<file path="config.mk">
export PLATFORM = sky130hd
export DESIGN_NAME = base58_encoder_top
export DESIGN_NICKNAME = d
export VERILOG_FILES = /design/src/rtl/core/b58_pkg.sv /design/src/rtl/core/b58_ram.sv /design/src/rtl/core/base58_encoder_top.sv
export SDC_FILE = /design/constraint.sdc
export NUM_CORES = 1
export LEC_CHECK = 0
export BUFFER_PORTS_ARGS = -buffer_cell sky130_fd_sc_hd__buf_2
export CAP_MARGIN = 20
export CORE_UTILIZATION = 50
export CTS_CLUSTER_DIAMETER = 120
export DETAILED_ROUTE_END_ITERATION = 8
export PLACE_DENSITY = 0.65
export SLEW_MARGIN = 20
export SYNTH_ARGS = -nofsm -noshare
export SYNTH_HDL_FRONTEND = slang
export SYNTH_SLANG_ARGS = --single-unit
</file>
<file path="constraint.sdc">
create_clock -name clk_i -period 9.56 [get_ports clk_i]
set_clock_uncertainty 0.2 [all_clocks]
set_input_delay 1.912 -clock clk_i [delete_from_list [all_inputs] [get_ports clk_i]]
set_output_delay 1.912 -clock clk_i [all_outputs]
set_load 0.03 [all_outputs]
</file>
<file path="src/rtl/core/b58_pkg.sv">
// Shared constants and the alphabet lookup for the base58 encoder.
`timescale 1ns / 1ps

package b58_pkg;

  // Input string and result limits
  localparam int MAX_BYTES    = 32;
  localparam int MAX_DIGITS   = 44;
  localparam int RESULT_LIMIT = 44;

  // Accumulator and digit sizes
  localparam int ACC_W   = 256;
  localparam int RADIX   = 58;
  localparam int DIG_W   = $clog2(RADIX);
  localparam int BIT_CW  = $clog2(ACC_W);
  localparam int BYTE_CW = $clog2(MAX_BYTES + 1);
  localparam int DIG_AW  = $clog2(MAX_DIGITS);
  localparam int DIG_CW  = $clog2(MAX_DIGITS + 1);
  localparam int OUT_CW  = $clog2(RESULT_LIMIT + 1);

  localparam logic [6:0] ONE_CHAR = 7'h31;

  // First character sits in the top byte
  localparam logic [RADIX*8-1:0] ALPHABET =
    "123456789ABCDEFGHJKLMNPQRSTUVWXYZabcdefghijkmnopqrstuvwxyz";

  // Map a digit to its ASCII character, clamping out-of-range codes to the top one
  function automatic logic [6:0] digit_char(input logic [DIG_W-1:0] d);
    logic [DIG_W-1:0] dc;
    logic [DIG_W-1:0] idx;
    dc  = (d > DIG_W'(RADIX - 1)) ? DIG_W'(RADIX - 1) : d;
    idx = DIG_W'(RADIX - 1) - dc;
    return ALPHABET[{idx, 3'b000} +: 7];
  endfunction

endpackage

</file>
<file path="src/rtl/core/b58_ram.sv">
// Generic single-write, single-read RAM with registered read data.
`timescale 1ns / 1ps

module b58_ram #(
  parameter int WIDTH = 8,
  parameter int DEPTH = 16
) (
  input  logic                     clk_i,
  input  logic                     we_i,
  input  logic [$clog2(DEPTH)-1:0] waddr_i,
  input  logic [WIDTH-1:0]         wdata_i,
  input  logic [$clog2(DEPTH)-1:0] raddr_i,
  output logic [WIDTH-1:0]         rdata_o
);

  logic [WIDTH-1:0] mem_q [DEPTH];

  // Write port and registered read port
  always_ff @(posedge clk_i) begin
    if (we_i) begin
      mem_q[waddr_i] <= wdata_i;
    end
    rdata_o <= mem_q[raddr_i];
  end

endmodule

</file>
<file path="src/rtl/core/base58_encoder_top.sv">
// Base58 encoder top level: byte loader, bit-serial divide by 58, character output.
// Flow: each byte is shifted into the 256-bit accumulator; if any byte was non-zero, the final byte
//   starts a bit-serial long division that yields one base58 digit per pass (up to 44 digits),
//   each pass a one-bit remainder update per bit of the 256-bit accumulator shift register.
// Output: the leading '1' characters first, then each digit after a digit buffer RAM read.
// Results come one per strobe cycle and the receiver cannot stall them.
// Reset: asynchronous active-low reset clears control state; the digit buffer is not cleared.
`timescale 1ns / 1ps

module base58_encoder_top (
  input  logic       clk_i,
  input  logic       rst_ni,
  input  logic       start_i,
  output logic       busy_o,
  input  logic [7:0] data_byte_i,
  input  logic       is_last_i,
  output logic       res_valid_o,
  output logic [6:0] code_char_o,
  output logic       last_char_o,
  output logic       too_long_o
);

  typedef enum logic [2:0] {
    ST_IDLE,
    ST_DIV,
    ST_ONES,
    ST_RD,
    ST_DIG
  } state_e;

  state_e state_q;

  logic [b58_pkg::ACC_W-1:0]   acc_q;
  logic [b58_pkg::BYTE_CW-1:0] lzc_q;
  logic                        seen_q;
  logic [b58_pkg::BYTE_CW-1:0] cnt_q;
  logic                        ovf_q;
  logic [b58_pkg::BIT_CW-1:0]  bit_cnt_q;
  logic [b58_pkg::DIG_W-1:0]   rem_q;
  logic                        qnz_q;
  logic [b58_pkg::DIG_CW-1:0]  nd_q;
  logic [b58_pkg::BYTE_CW-1:0] ones_left_q;
  logic [b58_pkg::DIG_AW-1:0]  dig_idx_q;
  logic [b58_pkg::OUT_CW-1:0]  out_cnt_q;

  logic       valid_q;
  logic [6:0] code_q;
  logic       last_q;
  logic       tl_q;

  // Load path: values after taking the current word
  logic [b58_pkg::BYTE_CW-1:0] lzc_d;
  logic                        seen_d;
  logic [b58_pkg::BYTE_CW-1:0] cnt_d;
  logic                        ovf_d;
  logic                        load_en;

  always_comb begin
    lzc_d   = lzc_q;
    seen_d  = seen_q;
    cnt_d   = cnt_q;
    ovf_d   = ovf_q;
    load_en = 1'b0;
    if (cnt_q >= b58_pkg::BYTE_CW'(b58_pkg::MAX_BYTES)) begin
      ovf_d = 1'b1;
    end else if (!ovf_q) begin
      load_en = 1'b1;
      if (data_byte_i == 8'h00 && !seen_q) begin
        lzc_d = lzc_q + 1'b1;
      end
      if (data_byte_i != 8'h00) begin
        seen_d = 1'b1;
      end
      cnt_d = cnt_q + 1'b1;
    end
  end

  // Bit-serial divide step: remainder doubles and takes the accumulator MSB
  logic [b58_pkg::DIG_W:0]   trial;
  logic [b58_pkg::DIG_W:0]   trial_sub;
  logic                      q_bit;
  logic [b58_pkg::DIG_W-1:0] rem_d;
  logic                      qnz_d;
  logic                      pass_end;
  logic                      div_stop;

  assign trial     = {rem_q, acc_q[b58_pkg::ACC_W-1]};
  assign trial_sub = trial - (b58_pkg::DIG_W + 1)'(b58_pkg::RADIX);
  assign q_bit     = trial >= (b58_pkg::DIG_W + 1)'(b58_pkg::RADIX);
  assign rem_d     = q_bit ? trial_sub[b58_pkg::DIG_W-1:0] : trial[b58_pkg::DIG_W-1:0];
  assign qnz_d     = qnz_q | q_bit;
  assign pass_end  = (bit_cnt_q == b58_pkg::BIT_CW'(b58_pkg::ACC_W - 1));
  assign div_stop  = !qnz_d || (nd_q + 1'b1 == b58_pkg::DIG_CW'(b58_pkg::MAX_DIGITS));

  // Digit buffer
  logic                      ram_we;
  logic [b58_pkg::DIG_W-1:0] ram_rdata;

  assign ram_we = (state_q == ST_DIV) && pass_end;

  b58_ram #(
    .WIDTH(b58_pkg::DIG_W),
    .DEPTH(b58_pkg::MAX_DIGITS)
  ) u_digits (
    .clk_i  (clk_i),
    .we_i   (ram_we),
    .waddr_i(nd_q[b58_pkg::DIG_AW-1:0]),
    .wdata_i(rem_d),
    .raddr_i(dig_idx_q),
    .rdata_o(ram_rdata)
  );

  // Final-result checks for each output phase
  logic out_at_limit;
  logic ones_final;
  logic dig_final;

  assign out_at_limit = (out_cnt_q == b58_pkg::OUT_CW'(b58_pkg::RESULT_LIMIT - 1));
  assign ones_final   = ((ones_left_q == b58_pkg::BYTE_CW'(1)) && (nd_q == '0)) || out_at_limit;
  assign dig_final    = (dig_idx_q == '0) || out_at_limit;

  // Control state machine, datapath registers and result registers
  always_ff @(posedge clk_i or negedge rst_ni) begin
    if (!rst_ni) begin
      state_q     <= ST_IDLE;
      acc_q       <= '0;
      lzc_q       <= '0;
      seen_q      <= 1'b0;
      cnt_q       <= '0;
      ovf_q       <= 1'b0;
      bit_cnt_q   <= '0;
      rem_q       <= '0;
      qnz_q       <= 1'b0;
      nd_q        <= '0;
      ones_left_q <= '0;
      dig_idx_q   <= '0;
      out_cnt_q   <= '0;
      valid_q     <= 1'b0;
      code_q      <= '0;
      last_q      <= 1'b0;
      tl_q        <= 1'b0;
    end else begin
      valid_q <= 1'b0;
      case (state_q)
        ST_IDLE: begin
          if (start_i) begin
            if (load_en) begin
              acc_q <= {acc_q[b58_pkg::ACC_W-9:0], data_byte_i};
            end
            lzc_q  <= lzc_d;
            seen_q <= seen_d;
            cnt_q  <= cnt_d;
            ovf_q  <= ovf_d;
            if (is_last_i) begin
              lzc_q       <= '0;
              seen_q      <= 1'b0;
              cnt_q       <= '0;
              ovf_q       <= 1'b0;
              ones_left_q <= lzc_d;
              nd_q        <= '0;
              out_cnt_q   <= '0;
              bit_cnt_q   <= '0;
              rem_q       <= '0;
              qnz_q       <= 1'b0;
              if (ovf_d) begin
                acc_q   <= '0;
                valid_q <= 1'b1;
                code_q  <= '0;
                last_q  <= 1'b1;
                tl_q    <= 1'b1;
              end else if (seen_d) begin
                state_q <= ST_DIV;
              end else begin
                state_q <= ST_ONES;
              end
            end
          end
        end
        ST_DIV: begin
          acc_q     <= {acc_q[b58_pkg::ACC_W-2:0], q_bit};
          rem_q     <= rem_d;
          qnz_q     <= qnz_d;
          bit_cnt_q <= bit_cnt_q + 1'b1;
          if (pass_end) begin
            nd_q      <= nd_q + 1'b1;
            rem_q     <= '0;
            qnz_q     <= 1'b0;
            bit_cnt_q <= '0;
            if (div_stop) begin
              acc_q     <= '0;
              dig_idx_q <= nd_q[b58_pkg::DIG_AW-1:0];
              state_q   <= (ones_left_q != '0) ? ST_ONES : ST_RD;
            end
          end
        end
        ST_ONES: begin
          valid_q     <= 1'b1;
          code_q      <= b58_pkg::ONE_CHAR;
          last_q      <= ones_final;
          tl_q        <= 1'b0;
          ones_left_q <= ones_left_q - 1'b1;
          out_cnt_q   <= out_cnt_q + 1'b1;
          if (ones_final) begin
            state_q <= ST_IDLE;
          end else if (ones_left_q == b58_pkg::BYTE_CW'(1)) begin
            state_q <= ST_RD;
          end
        end
        ST_RD: begin
          state_q <= ST_DIG;
        end
        ST_DIG: begin
          valid_q   <= 1'b1;
          code_q    <= b58_pkg::digit_char(ram_rdata);
          last_q    <= dig_final;
          tl_q      <= 1'b0;
          out_cnt_q <= out_cnt_q + 1'b1;
          if (dig_final) begin
            state_q <= ST_IDLE;
          end else begin
            dig_idx_q <= dig_idx_q - 1'b1;
            state_q   <= ST_RD;
          end
        end
        default: begin
          state_q <= ST_IDLE;
        end
      endcase
    end
  end

  assign busy_o      = (state_q != ST_IDLE);
  assign res_valid_o = valid_q;
  assign code_char_o = code_q;
  assign last_char_o = last_q;
  assign too_long_o  = tl_q;

`ifndef SYNTHESIS
  // A too-long result is a single final word with an empty character
  a_too_long_final : assert property (@(posedge clk_i) disable iff (!rst_ni)
    (valid_q && tl_q) |-> (last_q && code_q == '0))
    else $error("too-long result not final or not empty");

  // A non-final character means more output is still pending
  a_more_pending : assert property (@(posedge clk_i) disable iff (!rst_ni)
    (valid_q && !last_q) |-> busy_o)
    else $error("non-final character with block idle");

  // Division remainder stays below the radix
  a_rem_range : assert property (@(posedge clk_i) disable iff (!rst_ni)
    (state_q == ST_DIV) |-> (rem_q < b58_pkg::DIG_W'(b58_pkg::RADIX)))
    else $error("remainder out of range");

  // Digit count and output count stay within their limits
  a_count_range : assert property (@(posedge clk_i) disable iff (!rst_ni)
    (nd_q <= b58_pkg::DIG_CW'(b58_pkg::MAX_DIGITS)) &&
    (out_cnt_q <= b58_pkg::OUT_CW'(b58_pkg::RESULT_LIMIT)))
    else $error("digit or output count past limit");

  // No character is emitted during the division
  a_quiet_div : assert property (@(posedge clk_i) disable iff (!rst_ni)
    (state_q == ST_DIV) |=> (!valid_q || tl_q == 1'b0) && ($past(state_q) != ST_DIV || !valid_q))
    else $error("output strobe during division");
`endif

endmodule
</file>
After elaboration in Yosys (flattened, before gate mapping). Memory sizes are Yosys's and may differ from the RTL's. A register that Yosys moved wholly into a read port is not among the register bits. Index checks and enable logic that the tools add are counted.

Memories kept: 1. Logic and storage cells: 154. Output and inout port bits: 11. Input port bits: 12. Bits in writable memories: 264. Register bits after elaboration: 322.

Add/subtract/negate cells: 9. Shifts and indexed selects: 1. Reductions and logical operators: 32. Multiplexer cells: 72. Bitwise operators: 1. $lt $le $gt $ge: 3. Equality and inequality tests: 18.

Memories: u_digits.mem_q (words 44, bits a word 6, read ports 1, clocked after memory_dff 1, wr ports 1, line b58_ram.sv:16) `logic [WIDTH-1:0] mem_q [DEPTH];`.

Operators with widths (number): $mux W256 (6); $pmux W256 S2 (1); $shiftx A464 B10 Y7 const A (1); $mux W6 (18); $pmux W6 S2 (5); $add A6 B1 Y6 const B (4); $mux W8 (3); $mux W3 (7); $mux W7 (3); $pmux W7 S3 (1); $mux W1 (20); $reduce_and A4 Y1 (5); $ne A2 B2 Y1 const B (9); $pmux W8 S2 (1); $pmux W3 S5 (1); $eq A6 B6 Y1 const B (2); $logic_not A6 Y1 (2); $sub A6 B1 Y6 const B (2); $reduce_and A3 Y1 (3); $add A8 B1 Y8 const B (1); $eq A8 B8 Y1 const B (1); $logic_not A8 Y1 (1); $reduce_bool A2 Y1 (4); $reduce_bool A8 Y1 (1); 23 further kinds (34).

Depth between registers and ports, before layout.
Depth after elaboration: 9. Gate-level depth with buffers: 11. Gate-level depth less buffers: 9.

By module. A second synthesis with hierarchy kept.

Cell total of the unflattened synthesis: 3060. Area total of the unflattened synthesis: 29802.3 sq um.

Modules (own cells, without submodules): base58_encoder_top (cells an instance 2471, sequential area each 8057.7 sq um, area each 19020.7 sq um, times used 1); b58_ram (cells an instance 589, sequential area each 8047.7 sq um, area each 10781.6 sq um, times used 1).

Worst setup path before layout. No wires, ideal clock.

Path kind: register to register. Start: register acc_q[255] (netlist name). End: memory u_digits.mem_q[0][4] (netlist name), data pin. Data required time: 8.897 ns. Period minus slack after synthesis: 3.468 ns. Stages on the path, launching flop included: 5. Slack: 6.092 ns. Arrival time: 2.806 ns. Buffers on the path: 0. Library setup time: 0.463 ns. Cell sequence: dfrtp_1 -> or3b_1 -> a21oi_1 -> o221ai_1 -> xnor2_1.

Cells in the longest elaborated chain, start to end: 2. Elaborated cells on any way between the ends: 3. Those cells by class: add/sub: 1; order compare: 1; mux: 1.

RTL lines: start: declaration (line base58_encoder_top.sv:33) `logic [b58_pkg::ACC_W-1:0] acc_q;`; start signal: assignment (line base58_encoder_top.sv:148) `acc_q <= {acc_q[b58_pkg::ACC_W-9:0], data_byte_i};`; start signal: assignment (line base58_encoder_top.sv:180) `acc_q <= {acc_q[b58_pkg::ACC_W-2:0], q_bit};`; $sub A6 B6 Y6 or $ge A7 B6 Y1 (tied branches) (line base58_encoder_top.sv:88, base58_encoder_top.sv:89); $mux W6 * (line base58_encoder_top.sv:90) `assign rem_d = q_bit ? trial_sub[b58_pkg::DIG_W-1:0] : trial[b58_pkg::DIG_W-1:0];`; via rem_d, one bit (line base58_encoder_top.sv:82) `logic [b58_pkg::DIG_W-1:0] rem_d;`; end: declaration (line b58_ram.sv:16).

Mark *: on every way through the listed nets, which the timed path passes. The rest lies on a longest branch.

Worst setup path in the final report.
Start: register state_q[1]. End: output busy_o.

Cells in the longest elaborated chain, start to end: 1.

RTL lines: start: declaration (line base58_encoder_top.sv:31) `state_e state_q;`; start signal: assignment (line base58_encoder_top.sv:192) `state_q <= (ones_left_q != '0) ? ST_ONES : ST_RD;`; $reduce_bool A3 Y1 (line base58_encoder_top.sv:232) `assign busy_o = (state_q != ST_IDLE);`; end: declaration (line base58_encoder_top.sv:14) `output logic busy_o,`.

Every way passes these cells.

==> impl_metrics.toml <==
[grt]
first_global_vias = 20980
grt_pass1_wl_um = 113400
grtUsageTotal_pct = 22.69
grt-ovfl-total = 0
grt_max_degree = 313
antenna_found_initial = 0

[power]
p_switching_mw = 3.738
internal-power_mw = 6.867
power_density_nw_per_um2 = 323.3
sw_frac_of_total_pct = 35.25
p_leak_nw = 12.38
vdd_drop_max_uv = 351.8
seqPwrFrac_pct = 39.9
pwr-share-comb_pct = 36.1
clkPwrFrac_pct = 24.0

[yosys]
synth-seq-cells = 592
synth.area.top_cells = "dfrtp_1 (27%), edfxtp_1 (26%), a21oi_1 (9.1%), o22a_1 (7.5%), nor3b_1 (6.5%)"
synth.yosys.seq_area_share_pct = 53.21
syn_nets = 2766
synthesis.area_sq_um = 30270
synth_edf_count = 264
yosysWarnings = 0
synth_compound_area_share_pct = 19.14
synth_top_family_by_area = "compound AO/OA/AOI/OAI gates"
synthXorXnorAreaFrac_pct = 0.6655
ys.flop_type = "dfrtp_1"
synth_cell_types = 67
synth_top_area_cell = "dfrtp_1"
synth_simple_gate_area_share_pct = 15.73
syn_avg_cell_area_sq_um = 11.06
synthArstFlopShare_pct = 54.39
synth_cells = 2737
synth_top_cell_area_share_pct = 26.62
synthAdderAreaFrac_pct = 0.7027
synth_mux_area_share_pct = 6.613

[timing]
setup_viol = 0
hold_viol = 0
fin_hold_ws_ps = 279.1
clock.fmax_ghz = 0.2471
maxSlewViolCount = 0
fin_ws_ps = 5513
final.setup.tns_ps = 0
worst-slew-pin-transition_ps = 1175
fin_crit_sh_pct = 42.33
rsz0062_at_grt = "no"
timing.slew.headroom_pct = 21.69
period_needed_ps = 4047

[critical_path]
rrSetupSlack_ps = 5950
crit_path_max_fanout = 12
path_class = "reg -> out"
start_kind = "flop"
cp-end-kind = "primary output"
worstPathRequired_ps = 7450
critPathArrivalTime_ps = 1930

[detailed_routing]
final_antenna_net_count = 0
vias = 21730
viasPerCell = 6.405
drc = 0
routedWlPerCell_um = 20.59
drtIter0Drc = 1931
drt_first_pass_iters = 5
detail_route.wirelength_um = 69840

[clocking]
cts_buffers = 67
htreeDepth = 3
path_clk_slew_ps = 60
ctsResizeCount = 0
post_cts_buffers = 0
insertion_delay_ps = 620
hold_buffers = 0
cts_root_buffer = "clkbuf_16"
cts_tree = "built"
cts.path.max_buffers = 3
cts_sinks = 592

[die]
rows = 89
fp.coreArea_sq_um = 59460
die_h_um = 248.1
die_area_sq_um = 61530
io-pin-count = 23
initial_core_util_pct = 50.90
die_x_um = 248.1

[placed_design]
place_congestion = 0.7945
post-dp-hpwl_um = 36950
place_ws_ps = 5074
dp.cells = 3274
port_buffers = 22

[run_status]
status = "finished, final reports clean"

[finish]
n_antenna_cell = 0
layout-drive-gt1-share_pct = 9.546
final_common_cell = "a21oi_1"
final_cells = 3392
utilization_pct = 55.17
layout_common_cells = "a21oi_1 (549), dfrtp_1 (320), edfxtp_1 (264)"
syn2layout_area_growth_pct = 8.370
nNetsFinal = 2600

[worst_hold_path]
hp-class = "reg -> reg"

[job]
drv_cap = 0
[power groups by stage]
| stage | combinational [mW] | clock [mW] | sequential, mW |
|---|---|---|---|
| after CTS | 3.84 | 2.59 | 4.23 |
| after floorplan | 3.12 | 0 | 4.08 |
| final | 3.83 | 2.54 | 4.23 |
| after global routing | 4.27 | 2.69 | 4.35 |
| after detailed placement | 3.82 | 0 | 4.27 |
| after global placement | 3.70 | 0 | 4.24 |
[state kept, by name (all words and copies together), names as in the netlist]
name,flops
u_digits.mem_q,264
acc_q,256
bit_cnt_q,8
code_char_o,7
cnt_q,6
dig_idx_q,6
lzc_q,6
nd_q,6
ones_left_q,6
out_cnt_q,6
rem_q,6
u_digits.rdata_o,6
state_q,3
last_char_o,1
ovf_q,1
qnz_q,1
res_valid_o,1
seen_q,1
too_long_o,1
[stage by stage]
step	total power, mW	instance area [sq um]
final	10.61	32800
after detailed placement	8.092	30610
after floorplan	7.200	30270
after global placement	7.939	30610
after CTS	10.66	32770
after global routing	11.30	32800
[cells in the mapped netlist, drive strengths merged, types with 8 or more instances]
library cell and count:
a21oi 549, dfrtp 322, edfxtp 264, and3 262, nor3b 262, o22a 259, clkbuf 253, nor2 95
mux4 77, nand2 57, o21ai 45, buf 37, nand3 22, inv 20, mux2i 20, ha 17
nor3 16, xor2 14, a31oi 11, or3 11, nand4 10, xnor2 9, a22o 8
[worst paths after layout]
| kind | startpoint | to | cells after the start |
|---|---|---|---|
| max in group asynchronous | rst_ni | acc_q[71]$_DFFE_PN0P_ | 3 |
| min reg2reg | code_char_o[2]$_DFFE_PN0P_ | code_char_o[2]$_DFFE_PN0P_ | 2 |
| max | state_q[1]$_DFFE_PN0P_ | busy_o | 3 |
| min | code_char_o[2]$_DFFE_PN0P_ | code_char_o[2]$_DFFE_PN0P_ | 2 |
| min in group asynchronous | rst_ni | acc_q[215]$_DFFE_PN0P_ | 1 |
| max reg2reg | state_q[0]$_DFFE_PN0P_ | u_digits.mem_q[21][1]$_DFFE_PP_ | 5 |
[cells by family after synthesis]
logic type / count (synthesis)
xor gates and xnor gates: 23
DFF: 592
and+or+nand+nor: 770
muxes: 103
adders and majority gates: 17
AOI/OAI and AO/OA: 922
buffers and inverters: 310
[worst max-delay path: stages (launching register included)]
cell and delay, ps:
dfrtp_1 550, nor3_2 460, inv_1 110, buf_2 190
[routing by layer]
metal / track usage [%] / share of wire [%]
met5: 0 / 0
met4: 6.315 / 2.4
met3: 3.211 / 3.9
met2: 36.36 / 48
met1: 32.26 / 46
[area by class of cell]
class	instances	area (sq um)
Timing Repair Buffer	55	450.4
Tap cell	773	967.2
Inverter	20	75.07
Multi-Input combinational cell	1835	13050
Sequential cell	592	16110
Fill cell	5014	26660
Clock buffer	89	1842
Clock inverter	28	314.1
Note: power is estimated with default switching activity, not from simulation.
